===== src/sv/dvt_pkg.sv =====
// Shared types and codes for the distinct value tracker.
`default_nettype none
package dvt_pkg;

    // Input command codes
    localparam logic [1:0] CMD_ADD    = 2'd0;
    localparam logic [1:0] CMD_SAMPLE = 2'd1;
    localparam logic [1:0] CMD_REMOVE = 2'd2;

    // Register index, taken from paddr[2]
    localparam logic REG_ROW_COUNT = 1'b0;

    // Depth of the queues between the parts
    localparam int QDEPTH = 2;

    typedef struct packed {
        logic [1:0]  cmd;
        logic [15:0] value;
    } t_in_word;

    typedef struct packed {
        logic [16:0] distinct_now;
        logic [16:0] max_distinct;
        logic        bad_update;
    } t_out_word;

    // Classified operation handed from front to back
    typedef enum logic [1:0] {
        OP_NOP,
        OP_ADD,
        OP_SAMPLE,
        OP_REMOVE
    } t_op_kind;

    typedef struct packed {
        t_op_kind    kind;
        logic [15:0] value;
        logic        bad;
    } t_op;

endpackage
`default_nettype wire


===== src/sv/dvt_fifo.sv =====
// Small synchronous word queue used between the parts of the tracker.
`default_nettype none
module dvt_fifo #(
    parameter int WIDTH = 8
) (
    input  wire logic             i_clk,
    input  wire logic             i_rst_n,
    input  wire logic             i_push,
    input  wire logic [WIDTH-1:0] i_data,
    output logic                  o_full,
    input  wire logic             i_pop,
    output logic                  o_empty,
    output logic      [WIDTH-1:0] o_data
);

    localparam int PW = (dvt_pkg::QDEPTH > 1) ? $clog2(dvt_pkg::QDEPTH) : 1;
    localparam int CW = $clog2(dvt_pkg::QDEPTH + 1);

    logic [WIDTH-1:0] r_mem [dvt_pkg::QDEPTH];
    logic [PW-1:0]    r_wptr;
    logic [PW-1:0]    r_rptr;
    logic [CW-1:0]    r_count;
    logic             do_push;
    logic             do_pop;

    assign o_full  = (r_count == CW'(dvt_pkg::QDEPTH));
    assign o_empty = (r_count == '0);
    assign o_data  = r_mem[r_rptr];
    assign do_push = i_push && !o_full;
    assign do_pop  = i_pop && !o_empty;

    // Advance pointers and track fill level
    always_ff @(posedge i_clk) begin
        if (!i_rst_n) begin
            r_wptr  <= '0;
            r_rptr  <= '0;
            r_count <= '0;
        end else begin
            if (do_push) begin
                r_wptr <= (r_wptr == PW'(dvt_pkg::QDEPTH - 1)) ? '0 : r_wptr + 1'b1;
            end
            if (do_pop) begin
                r_rptr <= (r_rptr == PW'(dvt_pkg::QDEPTH - 1)) ? '0 : r_rptr + 1'b1;
            end
            if (do_push && !do_pop) begin
                r_count <= r_count + 1'b1;
            end else if (do_pop && !do_push) begin
                r_count <= r_count - 1'b1;
            end
        end
    end

    // Hold words
    always_ff @(posedge i_clk) begin
        if (do_push) begin
            r_mem[r_wptr] <= i_data;
        end
    end

endmodule
`default_nettype wire


===== config.mk =====
export PLATFORM = sky130hd
export DESIGN_NAME = dvt_fifo
export DESIGN_NICKNAME = d
export VERILOG_FILES = /design/src/sv/dvt_pkg.sv /design/src/sv/dvt_fifo.sv
export SDC_FILE = /design/constraint.sdc
export NUM_CORES = 1
export LEC_CHECK = 0
export BUFFER_PORTS_ARGS = -buffer_cell sky130_fd_sc_hd__buf_2
export CAP_MARGIN = 25
export CORE_ASPECT_RATIO = 0.8
export CORE_UTILIZATION = 45
export DETAILED_ROUTE_END_ITERATION = 16
export GPL_TIMING_DRIVEN = 0
export PLACE_DENSITY = 0.73
export REMOVE_ABC_BUFFERS = 1
export SLEW_MARGIN = 20
export SYNTH_ARGS = -nofsm -noshare
export SYNTH_HDL_FRONTEND = slang
export SYNTH_SLANG_ARGS = --single-unit

===== constraint.sdc =====
create_clock -name i_clk -period 1.7 [get_ports i_clk]
set_clock_uncertainty 0.1 [all_clocks]
set_input_delay 0.17 -clock i_clk [delete_from_list [all_inputs] [get_ports i_clk]]
set_output_delay 0.17 -clock i_clk [all_outputs]
set_load 0.05 [all_outputs]

==> metrics.yaml <==
timing:
  fin_crit_sh: 0.931
  period_needed_ps: 1580
  clock.fmax_mhz: 632
  finalSetupViolCount: 0
  rsz0062_at_grt: "no"
  max_slew_margin: 0.529
  fin_ws_ps: 118
  holdWs_ps: 41.4
  hold_viol: 0
  slew_violations: 0
  tns_ps: 0
  tightest_slew_ps: 703
power_and_ir_drop:
  leakage_nw: 0.417
  swShare: 0.401
  p_int_mw: 1.00
  finalPower_mw: 1.68
  p_comb_frac: 0.427
  peakVddDrop_mv: 1.12
  clockPowerShare: 0.131
  p_per_area_nw_per_um2: 1580
  p_switching_uw: 672
  p_seq_frac: 0.443
global_routing:
  grt-busiest-layer: "met2"
  grt_max_degree: 12
  antenna_found_initial: 0
  grt_pass1_vias: 429
  track_usage: 0.140
  use_met3: 0.0455
  use_met1: 0.141
  grt.overflow.total: 0
  grt_pass1_wl_um: 1810
  met2_usage: 0.257
synth:
  seq_area_frac_synth: 0.717
  synth_top_area_share: 0.594
  synth_cells: 50
  ys_warn_count: 0
  synth.distinct_cells: 20
  synth_area_um2: 810
  ys_ff_latch: 21
  syn_avg_cell_area_um2: 16.2
  ys_top_cells_by_area: "edfxtp_1 59%, dfxtp_1 12%, mux2_2 11%, and2_1 2.3%, xnor2_1 2.2%"
  synth_top_cell_by_area: "edfxtp_1"
floorplanning:
  die_x_um: 49.4
  core.rowCount: 13
  die-area_um2: 1970
  initial_core_util: 0.488
  die_y_um: 39.9
  io_pins: 22
  coreArea_um2: 1660
route:
  ant_nets: 0
  drt_pass1_iterations: 4
  vias_per_cell: 4.67
  drc: 0
  drt_iter0_drc: 10
  drt-total-wl_um: 1190
  post_drt_wl_per_cell_um: 11.5
  vias: 486
setup_path:
  start_kind: "register"
  required_ps: 1430
  worstSetupEndpointType: "output pin"
  cp.arrival_ps: 1310
  cp_max_fo: 8
  crit_type: "reg2out"
clocking:
  post_cts_buffers: 0
  ctsRootBufferMaster: "clkbuf_4"
  insertion_delay_ps: 290
  cts_max_level: 1
  clock_sinks: 21
  cts_buffer_depth: 2
  clk_pin_slew_ps: 100
  cts_inserted_buffers: 3
  tritoncts: "done"
cells_and_area:
  nFillCells: 148
  drive_gt1_frac: 0.463
  num-nets-final: 96
  design_area_um2: 1060
  synthToLayoutAreaGrowth_pct: 30.6
  fin_cells: 104
  diodes: 0
  fin_util: 0.637
placement:
  gp_congestion: 0.697
  hpwl_um: 830
  dp_cells: 92
  place_area_um2: 937
  post-place-ws_ps: 24.9
  port_buffers: 21
min_path:
  hp-class: "in2reg"
run:
  max_cap_viol_count: 0
status:
  status: "finished, final reports clean"
## worst max-delay path, stage by stage (launching register included)
cell	delay (ps)
dfxtp_2	450
mux2_2	360
buf_2	210
## synthesized netlist by cell type (all sizes together)
library cell  count
edfxtp           16
mux2              8
dfxtp             5
and2              3
a21boi            2
inv               2
nor2              2
o21ai             2
xnor2             2
and3              1
buf               1
ha                1
nand2b            1
nor3              1
o21a              1
or3               1
xor2              1
## registers in the layout (all words and copies together), names as in the netlist, named ones only
register	flops
r_rptr	1
r_mem	16
r_count	2
r_wptr	1
## layer usage
metal | part of all wire | wire length, µm | vias up
met5 | 0 | 0 | -
met4 | 0.0084 | 10 | 0
met3 | 0.055 | 66 | 2
met2 | 0.50 | 592 | 16
met1 | 0.44 | 523 | 221
li1 | - | - | 247
## cell families after synthesis
family | Yosys count | synth area share
AND/OR/NAND/NOR | 9 | 0.0680
adder cells (fa/ha/maj) | 1 | 0.0155
multiplexers | 8 | 0.111
buffers and inverters | 3 | 0.0154
flip-flops | 21 | 0.717
AO/OA/AOI/OAI | 5 | 0.0402
XOR/XNOR | 3 | 0.0325
## timing repair
item                                    4_1_cts  5_1_grt
endpoints found under the hold margin        16        0
hold buffers                                  8        0
pin swaps                                     0        0
endpoints found under the setup margin        8        9
resized for setup                             1        4
## path summary, 6_finish.rpt
kind / start / to / slack, ps / cells past startpoint
max: register / o_data[3] / 120 / 2
min: i_rst_n / r_wptr$_SDFFE_PN0N_ / 40 / 2
max reg2reg: r_count[0]$_SDFFE_PN0P_ / r_count[1]$_SDFFE_PN0P_ / 120 / 6
min reg2reg: r_count[1]$_SDFFE_PN0P_ / r_count[1]$_SDFFE_PN0P_ / 430 / 2
## cell type report
class / count / area, µm² / share of cell area
Inverter: 2 / 7.51 / 0.00710
Multi-Input combinational cell: 26 / 224 / 0.212
Tap cell: 22 / 27.5 / 0.0260
Sequential cell: 21 / 587 / 0.555
Clock buffer: 4 / 26.3 / 0.0249
Timing Repair Buffer: 29 / 185 / 0.175
## cell usage in the layout (no fill, tap or decap)
cell type / synthesis / layout
or3_1: 1 / 1
and3_1: 1 / 1
clkbuf_4: 0 / 3
buf_2: 1 / 21
inv_1: 1 / 1
inv_2: 1 / 1
mux2_2: 8 / 8
dlygate4sd3_1: 0 / 8
o21ai_1: 1 / 1
clkbuf_1: 0 / 1
nor3_2: 1 / 1
xor2_1: 1 / 1
o21ai_0: 1 / 1
edfxtp_1: 16 / 16
ha_1: 1 / 1
nand2b_4: 0 / 1
xnor2_1: 2 / 2
a21boi_0: 1 / 1
a21boi_1: 1 / 1
dfxtp_2: 0 / 2
o21a_1: 1 / 1
nor2_1: 2 / 2
dfxtp_1: 5 / 2
dfxtp_4: 0 / 1
and2_1: 3 / 3
## power groups by stage
stage | Sequential (mW) | Clock [mW] | Combinational (mW)
6_report | 0.742 | 0.219 | 0.715
5_1_grt | 0.755 | 0.249 | 0.765
4_1_cts | 0.730 | 0.232 | 0.709
3_5_place_dp | 0.737 | 0 | 0.694
3_3_place_gp | 0.732 | 0 | 0.682
2_1_floorplan | 0.717 | 0 | 0.570
Note: power is estimated with default switching activity, not from simulation.
