--- src/sv/dvt_pkg.sv ---
// Shared types and codes for the distinct value tracker.
`default_nettype none
package dvt_pkg;

    // Input command codes
    localparam logic [1:0] CMD_ADD    = 2'd0;
    localparam logic [1:0] CMD_SAMPLE = 2'd1;
    localparam logic [1:0] CMD_REMOVE = 2'd2;

    // Register index, taken from paddr[2]
    localparam logic REG_ROW_COUNT = 1'b0;

    // Depth of the queues between the parts
    localparam int QDEPTH = 2;

    typedef struct packed {
        logic [1:0]  cmd;
        logic [15:0] value;
    } t_in_word;

    typedef struct packed {
        logic [16:0] distinct_now;
        logic [16:0] max_distinct;
        logic        bad_update;
    } t_out_word;

    // Classified operation handed from front to back
    typedef enum logic [1:0] {
        OP_NOP,
        OP_ADD,
        OP_SAMPLE,
        OP_REMOVE
    } t_op_kind;

    typedef struct packed {
        t_op_kind    kind;
        logic [15:0] value;
        logic        bad;
    } t_op;

endpackage
`default_nettype wire

--- src/sv/dvt_fifo.sv ---
// Small synchronous word queue used between the parts of the tracker.
`default_nettype none
module dvt_fifo #(
    parameter int WIDTH = 8
) (
    input  wire logic             i_clk,
    input  wire logic             i_rst_n,
    input  wire logic             i_push,
    input  wire logic [WIDTH-1:0] i_data,
    output logic                  o_full,
    input  wire logic             i_pop,
    output logic                  o_empty,
    output logic      [WIDTH-1:0] o_data
);

    localparam int PW = (dvt_pkg::QDEPTH > 1) ? $clog2(dvt_pkg::QDEPTH) : 1;
    localparam int CW = $clog2(dvt_pkg::QDEPTH + 1);

    logic [WIDTH-1:0] r_mem [dvt_pkg::QDEPTH];
    logic [PW-1:0]    r_wptr;
    logic [PW-1:0]    r_rptr;
    logic [CW-1:0]    r_count;
    logic             do_push;
    logic             do_pop;

    assign o_full  = (r_count == CW'(dvt_pkg::QDEPTH));
    assign o_empty = (r_count == '0);
    assign o_data  = r_mem[r_rptr];
    assign do_push = i_push && !o_full;
    assign do_pop  = i_pop && !o_empty;

    // Advance pointers and track fill level
    always_ff @(posedge i_clk) begin
        if (!i_rst_n) begin
            r_wptr  <= '0;
            r_rptr  <= '0;
            r_count <= '0;
        end else begin
            if (do_push) begin
                r_wptr <= (r_wptr == PW'(dvt_pkg::QDEPTH - 1)) ? '0 : r_wptr + 1'b1;
            end
            if (do_pop) begin
                r_rptr <= (r_rptr == PW'(dvt_pkg::QDEPTH - 1)) ? '0 : r_rptr + 1'b1;
            end
            if (do_push && !do_pop) begin
                r_count <= r_count + 1'b1;
            end else if (do_pop && !do_push) begin
                r_count <= r_count - 1'b1;
            end
        end
    end

    // Hold words
    always_ff @(posedge i_clk) begin
        if (do_push) begin
            r_mem[r_wptr] <= i_data;
        end
    end

endmodule
`default_nettype wire

--- src/sv/dvt_front.sv ---
// Front part: accepts input words, classifies them and queues operations.
`default_nettype none
module dvt_front #(
    parameter int VALUE_SPACE = 65536
) (
    input  wire logic              i_clk,
    input  wire logic              i_rst_n,
    input  wire logic              i_hold,
    input  wire logic              i_push,
    input  wire dvt_pkg::t_in_word i_item,
    output logic                   o_full,
    input  wire logic              i_op_pop,
    output logic                   o_op_empty,
    output dvt_pkg::t_op           o_op
);

    dvt_pkg::t_op op_in;
    logic         q_full;
    logic         is_update;
    logic         in_range;

    // Refuse words while the back part sweeps its table
    assign o_full = q_full || i_hold;

    // Classify the incoming word
    assign is_update = ((i_item.cmd == dvt_pkg::CMD_ADD) || (i_item.cmd == dvt_pkg::CMD_REMOVE))
                       && (i_item.value != '0);
    assign in_range  = (32'(i_item.value) < 32'(VALUE_SPACE));

    always_comb begin
        op_in.value = i_item.value;
        op_in.bad   = 1'b0;
        op_in.kind  = dvt_pkg::OP_NOP;
        if (i_item.cmd == dvt_pkg::CMD_SAMPLE) begin
            op_in.kind = dvt_pkg::OP_SAMPLE;
        end else if (is_update) begin
            if (!in_range) begin
                op_in.bad = 1'b1;
            end else if (i_item.cmd == dvt_pkg::CMD_ADD) begin
                op_in.kind = dvt_pkg::OP_ADD;
            end else begin
                op_in.kind = dvt_pkg::OP_REMOVE;
            end
        end
    end

    dvt_fifo #(
        .WIDTH ($bits(dvt_pkg::t_op))
    ) u_op_q (
        .i_clk   (i_clk),
        .i_rst_n (i_rst_n),
        .i_push  (i_push && !i_hold),
        .i_data  (op_in),
        .o_full  (q_full),
        .i_pop   (i_op_pop),
        .o_empty (o_op_empty),
        .o_data  (o_op)
    );

endmodule
`default_nettype wire

--- config.mk ---
export PLATFORM = sky130hd
export DESIGN_NAME = dvt_front
export DESIGN_NICKNAME = d
export VERILOG_FILES = /design/src/sv/dvt_pkg.sv /design/src/sv/dvt_fifo.sv /design/src/sv/dvt_front.sv
export SDC_FILE = /design/constraint.sdc
export NUM_CORES = 1
export LEC_CHECK = 0
export ABC_AREA = 1
export BUFFER_PORTS_ARGS = -buffer_cell sky130_fd_sc_hd__buf_2
export CORE_MARGIN = 2
export CORE_UTILIZATION = 46
export DETAILED_ROUTE_END_ITERATION = 8
export PLACE_DENSITY = 0.86
export SYNTH_ARGS = -nofsm -noshare
export SYNTH_HDL_FRONTEND = slang
export SYNTH_SLANG_ARGS = --single-unit
--- constraint.sdc ---
create_clock -name i_clk -period 1.9 [get_ports i_clk]
set_clock_uncertainty 0.2 [all_clocks]
set_input_delay 0.095 -clock i_clk [delete_from_list [all_inputs] [get_ports i_clk]]
set_output_delay 0.095 -clock i_clk [all_outputs]
set_load 0.02 [all_outputs]
==> out/metrics.yaml, run 1 <==
outcome:
  status: "finished clean"
synthesis:
  synth_common_cells: "36 x edfxtp_1, 15 x nor2_1, 11 x nand2_1"
  syn_area_per_cell_um2: 15.1
  synth_top_area_share: 0.643
  synth_cell_types: 20
  yosys_register_bits: 41
  yosysWarnings: 0
  synthCells: 111
  synth_edf_count: 36
  synthesis.area_um2: 1680
  synth_nets: 135
  synth_ff_type: "edfxtp_1"
  synth_top_area_cell: "edfxtp_1"
  synth-async-reset-ratio: 0
  synth_area_leaders: "edfxtp_1 64%, mux2_4 8.9%, dfxtp_1 6.0%"
  yosysMostFrequentCell: "edfxtp_1"
  ys_seq_area_frac: 0.702
cells_and_area:
  fin_util: 0.650
  drive_gt1_frac: 0.402
  fillers: 269
  num_antenna_cells: 0
  synthToLayoutAreaGrowth_pct: 32.0
  fin_nets: 207
grt:
  antenna_found_initial: 0
  grt_overflow_total: 0
  grt_max_degree: 19
  grt_pass1_vias: 1165
  grt_pass1_wl_um: 5270
  grt.total_usage: 0.172
detailed_routing:
  postRouteAntennaNets: 0
  routedWlPerCell_um: 13.6
  vias_per_cell: 4.71
  wirelength_um: 3120
  firstDrtPassIters: 4
  vias: 1084
  drt_iter0_drc: 31
  remaining_drc_errors: 0
power_and_ir_drop:
  worst_ir_drop_vdd_v: 0.000522
  p_leak_nw: 0.890
  cellPowerDensity_nw_per_um2: 929
floorplanning:
  die_w_um: 64.5
  die_height_um: 64.5
  rows: 21
  die-area_um2: 4160
  io_pins: 44
  core_um2: 3420
  start_util: 0.492
sta:
  hold_viol: 0
  post-route-period-util: 0.938
  rsz0062_at_grt: "no"
  fmax_ghz: 0.561
  whs_ns: 0.118
  setup_viol: 0
  period_minus_slack_ns: 1.78
  maxSlewViolCount: 0
flow_run:
  max-cap-violations: 0
worst_hold_path:
  min_from: "i_hold"
  hp-class: "in -> reg"
  whs_endpoint: "u_op_q.r_wptr"
  hold_path_depth: 5
placed_design:
  place_hpwl_um: 2130
  port_buffers: 42
  gp_congestion: 0.769
critical_path:
  crit_arrival_ns: 1.84
  timing.rr.end: "u_op_q.r_wptr"
  cp-start-kind: "flip-flop"
  critPathMaxFanout: 5
  worst_setup_path_end_kind: "flip-flop"
  setup.worst_path.class: "reg -> reg"
  reg2reg_depth: 5
  required_ns: 1.96
  reg2reg_from: "u_op_q.r_count[0]"
  reg2reg_slack_ns: 0.12
clock_network:
  cts_tree: "built"
  cts_buffers: 5
  clock_sinks: 41
  path_clk_slew_ns: 0.11
  cts-root-buf: "clkbuf_4"
  htreeDepth: 2
  insertion_delay_ns: 0.34
  cts-resized-gates: 0
  cts_max_path_buffers: 2
[how the worst max path moves through the flow]
stage | startpoint | to | slack, ns | cells past startpoint
final | u_op_q.r_count[0] | u_op_q.r_wptr | 0.12 | 5
after global routing | u_op_q.r_count[0] | u_op_q.r_wptr | 0.03 | 5
after CTS | flip-flop | o_op[18] | 0.14 | 3
after detailed placement | u_op_q.r_count[0] | u_op_q.r_count[1] | 0.24 | 10
after global placement | u_op_q.r_count[0] | u_op_q.r_count[1] | 0.40 | 9
after floorplan | u_op_q.r_count[0] | u_op_q.r_mem[0][0] | -0.07 | 4
[critical path: stages, from the launching register on]
cell and delay [ns]:
dfxtp_1 0.41, inv_2 0.08, nand2_1 0.11, nand3_2 0.12, dlygate4sd3_1 0.58, a21oi_1 0.20
[power breakdown]
part | internal [mW] | switching [mW] | total (mW) | leakage [nW]
Combinational | 0.246 | 0.298 | 0.544 | 0.486
Sequential | 1.05 | 0.0299 | 1.08 | 0.371
Clock | 0.183 | 0.252 | 0.434 | 0.0326
[cell type report]
cell class	instances	area [um^2]	area share
inverter	7	26.3	0.0118
sequential	41	1180	0.532
tap	46	57.6	0.0259
clock buffer	8	58.8	0.0265
timing repair buffer	68	460	0.207
multi-input combinational	60	435	0.196
[kinds of logic (layout without fill, tap and decap cells)]
| kind of cell | Yosys count | after routing | synth area share |
|---|---|---|---|
| adder cells (fa/ha/maj) | 1 | 1 | 0.00744 |
| flip-flops | 41 | 41 | 0.702 |
| buffers and inverters | 10 | 83 | 0.0387 |
| AND/OR/NAND/NOR | 30 | 30 | 0.0744 |
| AO/OA/AOI/OAI | 10 | 10 | 0.0320 |
| other | 1 | 1 | 0.00223 |
| multiplexers | 18 | 18 | 0.143 |
[flip-flops by register name (all words and copies together) (netlist names), named ones only]
| register | flops |
|---|---|
| u_op_q.r_wptr | 1 |
| u_op_q.r_count | 2 |
| u_op_q.r_rptr | 1 |
| u_op_q.r_mem | 36 |
[per-layer routing]
| layer | up-vias | track usage | share of wire |
|---|---|---|---|
| li1 | 536 | - | - |
| met1 | 505 | 0.177 | 0.39 |
| met2 | 36 | 0.322 | 0.54 |
| met3 | 7 | 0.0573 | 0.054 |
| met4 | 0 | 0.0612 | 0.018 |
| met5 | - | 0 | 0 |
[placed cells by master, fill, tap and decap left out, drive strengths merged]
master       count
buf             46
edfxtp          36
dlygate4sd3     22
mux2            18
nor2            15
nand2           11
clkbuf           8
inv              7
a21oi            6
dfxtp            5
o21ai            4
nand3            2
or2              2
ha               1
conb             1
[through the flow]
| stage | setup WS (ns) | area, um^2 | setup TNS (ns) | std cells | total power [mW] |
|---|---|---|---|---|---|
| final | 0.119 | 2220 | 0 | 230 | 2.06 |
| after global routing | 0.0272 | 2220 | 0 | 230 | 2.17 |
| after CTS | 0.140 | 2220 | 0 | 230 | 2.08 |
| after detailed placement | 0.242 | 1940 | 0 | 200 | 1.61 |
| after global placement | 0.397 | 1940 | 0 | 200 | 1.58 |
| after floorplan | -0.0720 | 1680 | -2.59 | 111 | 1.47 |
[repair_timing]
item	in CTS	in global routing
endpoints found under the hold margin	41	0
hold buffers	22	0
setup buffers	0	0
No activity file was read; power rests on OpenSTA's default activity.
==> run 2: changes to the inputs <==
- BUFFER_PORTS_ARGS: -buffer_cell sky130_fd_sc_hd__buf_2 -> unset
- CORE_UTILIZATION: 46 -> 55
- DONT_BUFFER_PORTS: unset -> 1
- PLACE_DENSITY: 0.86 -> 0.85
- TNS_END_PERCENT: unset -> 10
==> out/metrics.yaml, run 2 (synthesis gave the netlist of run 1 again) <==
detailed_routing:
  wirelength_um: 2680
  firstDrtPassIters: 3
  vias: 905
  postRouteAntennaNets: 0
  drt_iter0_drc: 17
  routedWlPerCell_um: 15.4
  remaining_drc_errors: 0
  vias_per_cell: 5.20
placed_design:
  port_buffers: 0
  place_hpwl_um: 1700
  place_ws_ns: 0.265
  gp_congestion: 0.736
  post_dp_cell_area_um2: 1710
  place_inst: 144
critical_path:
  required_ns: 1.94
  reg2reg_from: "u_op_q.r_count[0]"
  crit_arrival_ns: 1.81
  timing.rr.end: "u_op_q.r_wptr"
  cp-start-kind: "flip-flop"
  worst_setup_path_end_kind: "flip-flop"
  reg2reg_slack_ns: 0.12
  critPathMaxFanout: 5
  reg2reg_depth: 6
  setup.worst_path.class: "reg -> reg"
grt:
  grt.total_usage: 0.167
  grt_overflow_total: 0
  grt_pass1_wl_um: 4060
  grt_max_degree: 19
  grt_pass1_vias: 930
  antenna_found_initial: 0
cells_and_area:
  final_common_cell: "edfxtp_1"
  synthToLayoutAreaGrowth_pct: 19.0
  largestRegisters: "u_op_q.r_mem (36), u_op_q.r_count (2)"
  num_antenna_cells: 0
  largest_reg_flops: 36
  regMostFlops: "u_op_q.r_mem"
  instances_no_fill: 174
  fin_util: 0.672
  design_area_um2: 2000
  final_cell_mix: "36 x edfxtp_1, 22 x dlygate4sd3_1, 15 x nor2_1"
  drive_gt1_frac: 0.220
  fin_nets: 164
floorplanning:
  start_util: 0.565
  die_height_um: 59.3
  core_um2: 2980
  die-area_um2: 3520
  die_w_um: 59.3
  io_pins: 44
  rows: 20
worst_hold_path:
  whs_endpoint: "u_op_q.r_count[0]"
  hp-class: "in -> reg"
  min_from: "i_hold"
  hold_path_depth: 5
clock_network:
  clock_sinks: 41
  insertion_delay_ns: 0.33
  cts_setup_buffers: 0
  cts_tree: "built"
  path_clk_slew_ns: 0.11
  cts-root-buf: "clkbuf_4"
  cts_buffers: 5
  cts-resized-gates: 0
  htreeDepth: 2
  cts_max_path_buffers: 2
sta:
  hold_viol: 0
  period_minus_slack_ns: 1.78
  rsz0062_at_grt: "no"
  finalWorstSetupSlack_ns: 0.123
  maxSlewViolCount: 0
  whs_ns: 0.0698
  setup_viol: 0
  post-route-period-util: 0.935
  finalSetupTns_ns: 0
  fmax_ghz: 0.563
power_and_ir_drop:
  p_leak_nw: 0.727
  cellPowerDensity_nw_per_um2: 1030
  worst_ir_drop_vdd_v: 0.000732
  finalPower_mw: 2.06
outcome:
  status: "finished clean"
flow_run:
  max-cap-violations: 0
## run 2: what timing repair did
action,in CTS,in global routing
endpoints found under the setup margin,0,0
endpoints found under the hold margin,41,0
hold buffers,22,0
## run 2: how the worst max path moves through the flow
stage,start,end,slack [ns]
finish,u_op_q.r_count[0],u_op_q.r_wptr,0.12
global route,u_op_q.r_count[0],u_op_q.r_wptr,0.04
CTS,u_op_q.r_count[0],u_op_q.r_wptr,0.13
detailed placement,u_op_q.r_count[0],u_op_q.r_count[1],0.27
global placement,u_op_q.r_count[0],u_op_q.r_count[1],0.40
floorplan,u_op_q.r_count[0],u_op_q.r_mem[0][0],-0.07
## run 2: worst max-delay path, cell delays in order, from the launching register on
cell	delay, ns
dfxtp_1	0.41
inv_2	0.08
nand2_1	0.10
nand3_2	0.10
dlygate4sd3_1	0.59
o21ai_0	0.15
a21oi_1	0.05
## run 2: per-layer routing
metal  track usage  routed length, um
met1         0.152                999
met4        0.0779                 43
met2         0.319               1490
met3        0.0633                144
met5             0                  0
## run 2: cell type report
class | instances | area, um^2
flip-flops and latches | 41 | 1180
fillers | 223 | 976
multi-input cells | 60 | 435
repair buffers | 25 | 243
clock buffers | 6 | 41.3
well taps | 33 | 41.3
clock inverters | 2 | 33.8
inverters | 7 | 26.3
## run 2: where the power goes
group          total, mW  internal, mW  switching (mW)  leakage, nW
Clock              0.532         0.274           0.258       0.0399
Combinational      0.450         0.179           0.271        0.316
Sequential          1.08          1.05          0.0275        0.371
Total               2.06          1.51           0.556        0.727
==> run 3: changes to the inputs <==
- CORE_UTILIZATION: 55 -> 54
- PLACE_DENSITY: 0.85 -> 0.84
==> out/metrics.yaml, run 3 (synthesis gave the netlist of run 1 again) <==
flow_run:
  max-cap-violations: 0
detailed_routing:
  remaining_drc_errors: 0
  firstDrtPassIters: 4
  routedWlPerCell_um: 16.2
  postRouteAntennaNets: 0
  drt_iter0_drc: 39
  wirelength_um: 2830
  vias: 950
  vias_per_cell: 5.43
power_and_ir_drop:
  worst_ir_drop_vdd_v: 0.000491
  p_leak_nw: 0.732
  finalPower_mw: 2.08
  cellPowerDensity_nw_per_um2: 1030
cells_and_area:
  fin_util: 0.669
  instances_no_fill: 175
  largestRegisters: "u_op_q.r_mem (36), u_op_q.r_count (2)"
  synthToLayoutAreaGrowth_pct: 19.5
  drive_gt1_frac: 0.225
  multi_input_area_um2: 435
  fillers: 226
  largest_reg_flops: 36
  fin_nets: 165
  num_antenna_cells: 0
  regArea_um2: 1180
  regMostFlops: "u_op_q.r_mem"
  final_common_cell: "edfxtp_1"
  final_cell_mix: "36 x edfxtp_1, 22 x dlygate4sd3_1, 15 x nor2_1"
grt:
  grt_pass1_vias: 1006
  grt_overflow_total: 0
  grt_max_degree: 19
  grt.total_usage: 0.177
  grt_pass1_wl_um: 4390
  antenna_found_initial: 0
placed_design:
  gp_congestion: 0.733
  place_inst: 145
  place_hpwl_um: 1880
  place_ws_ns: 0.280
  port_buffers: 0
sta:
  setup_viol: 0
  finalWorstSetupSlack_ns: 0.118
  period_minus_slack_ns: 1.78
  maxSlewViolCount: 0
  post-route-period-util: 0.938
  rsz0062_at_grt: "no"
  hold_viol: 0
  fmax_ghz: 0.561
floorplanning:
  rows: 20
  io_pins: 44
  die-area_um2: 3580
  start_util: 0.560
  core_um2: 3000
  die_height_um: 59.8
  die_w_um: 59.8
outcome:
  status: "finished clean"
clock_network:
  cts_max_path_buffers: 2
  htreeDepth: 2
  cts_hold_buf: 22
  cts_buffers: 5
  clock_sinks: 41
  path_clk_slew_ns: 0.12
  cts_setup_buffers: 0
  insertion_delay_ns: 0.34
  cts_tree: "built"
  cts-root-buf: "clkbuf_4"
  cts-resized-gates: 0
critical_path:
  crit_arrival_ns: 1.83
  worst_setup_path_end_kind: "flip-flop"
  critPathMaxFanout: 5
  setup.worst_path.class: "reg -> reg"
  required_ns: 1.94
  cp-start-kind: "flip-flop"
worst_hold_path:
  hp-class: "in -> reg"
==> run 3: layout make-up <==
cell class | instances | area share
repair buffers | 26 | 0.125
flip-flops and latches | 41 | 0.588
multi-input cells | 60 | 0.217
clock buffers | 6 | 0.0205
clock inverters | 2 | 0.0168
well taps | 33 | 0.0205
inverters | 7 | 0.0131
==> run 3: worst max-delay path: stages (launching register included) <==
cell and delay, ns:
dfxtp_1 0.39, inv_2 0.07, nand2_1 0.10, nand3_2 0.10
dlygate4sd3_1 0.59, o21ai_0 0.17, a21oi_1 0.06
==> run 3: final timing paths <==
check        slack (ns)  cells past startpoint                end               from
max                0.12                      6      u_op_q.r_wptr  u_op_q.r_count[0]
min                0.08                      5  u_op_q.r_count[0]             i_hold
max reg2reg        0.12                      6      u_op_q.r_wptr  u_op_q.r_count[0]
min reg2reg        0.28                      2      u_op_q.r_rptr      u_op_q.r_rptr
==> run 3: routing by layer <==
metal,track usage,vias to the layer above,share of wire
li1,-,457,-
met1,0.178,448,0.38
met2,0.318,36,0.53
met3,0.0584,9,0.057
met4,0.0952,0,0.027
met5,0,-,0
==> run 3: power breakdown <==
group	switching [mW]	internal (mW)	total [mW]
clock network	0.261	0.274	0.535
registers	0.0286	1.05	1.08
logic	0.276	0.185	0.460
==> run 3: per-stage QoR <==
stage / hold WS, ns / cell area, um^2 / TNS [ns]
final: 0.0756 / 2010 / 0
after global routing: 0.117 / 2010 / 0
after global placement: -0.00601 / 1710 / 0
after detailed placement: -0.00602 / 1710 / 0
after floorplan: -0.00613 / 1680 / -2.59
after CTS: 0.0580 / 2010 / 0
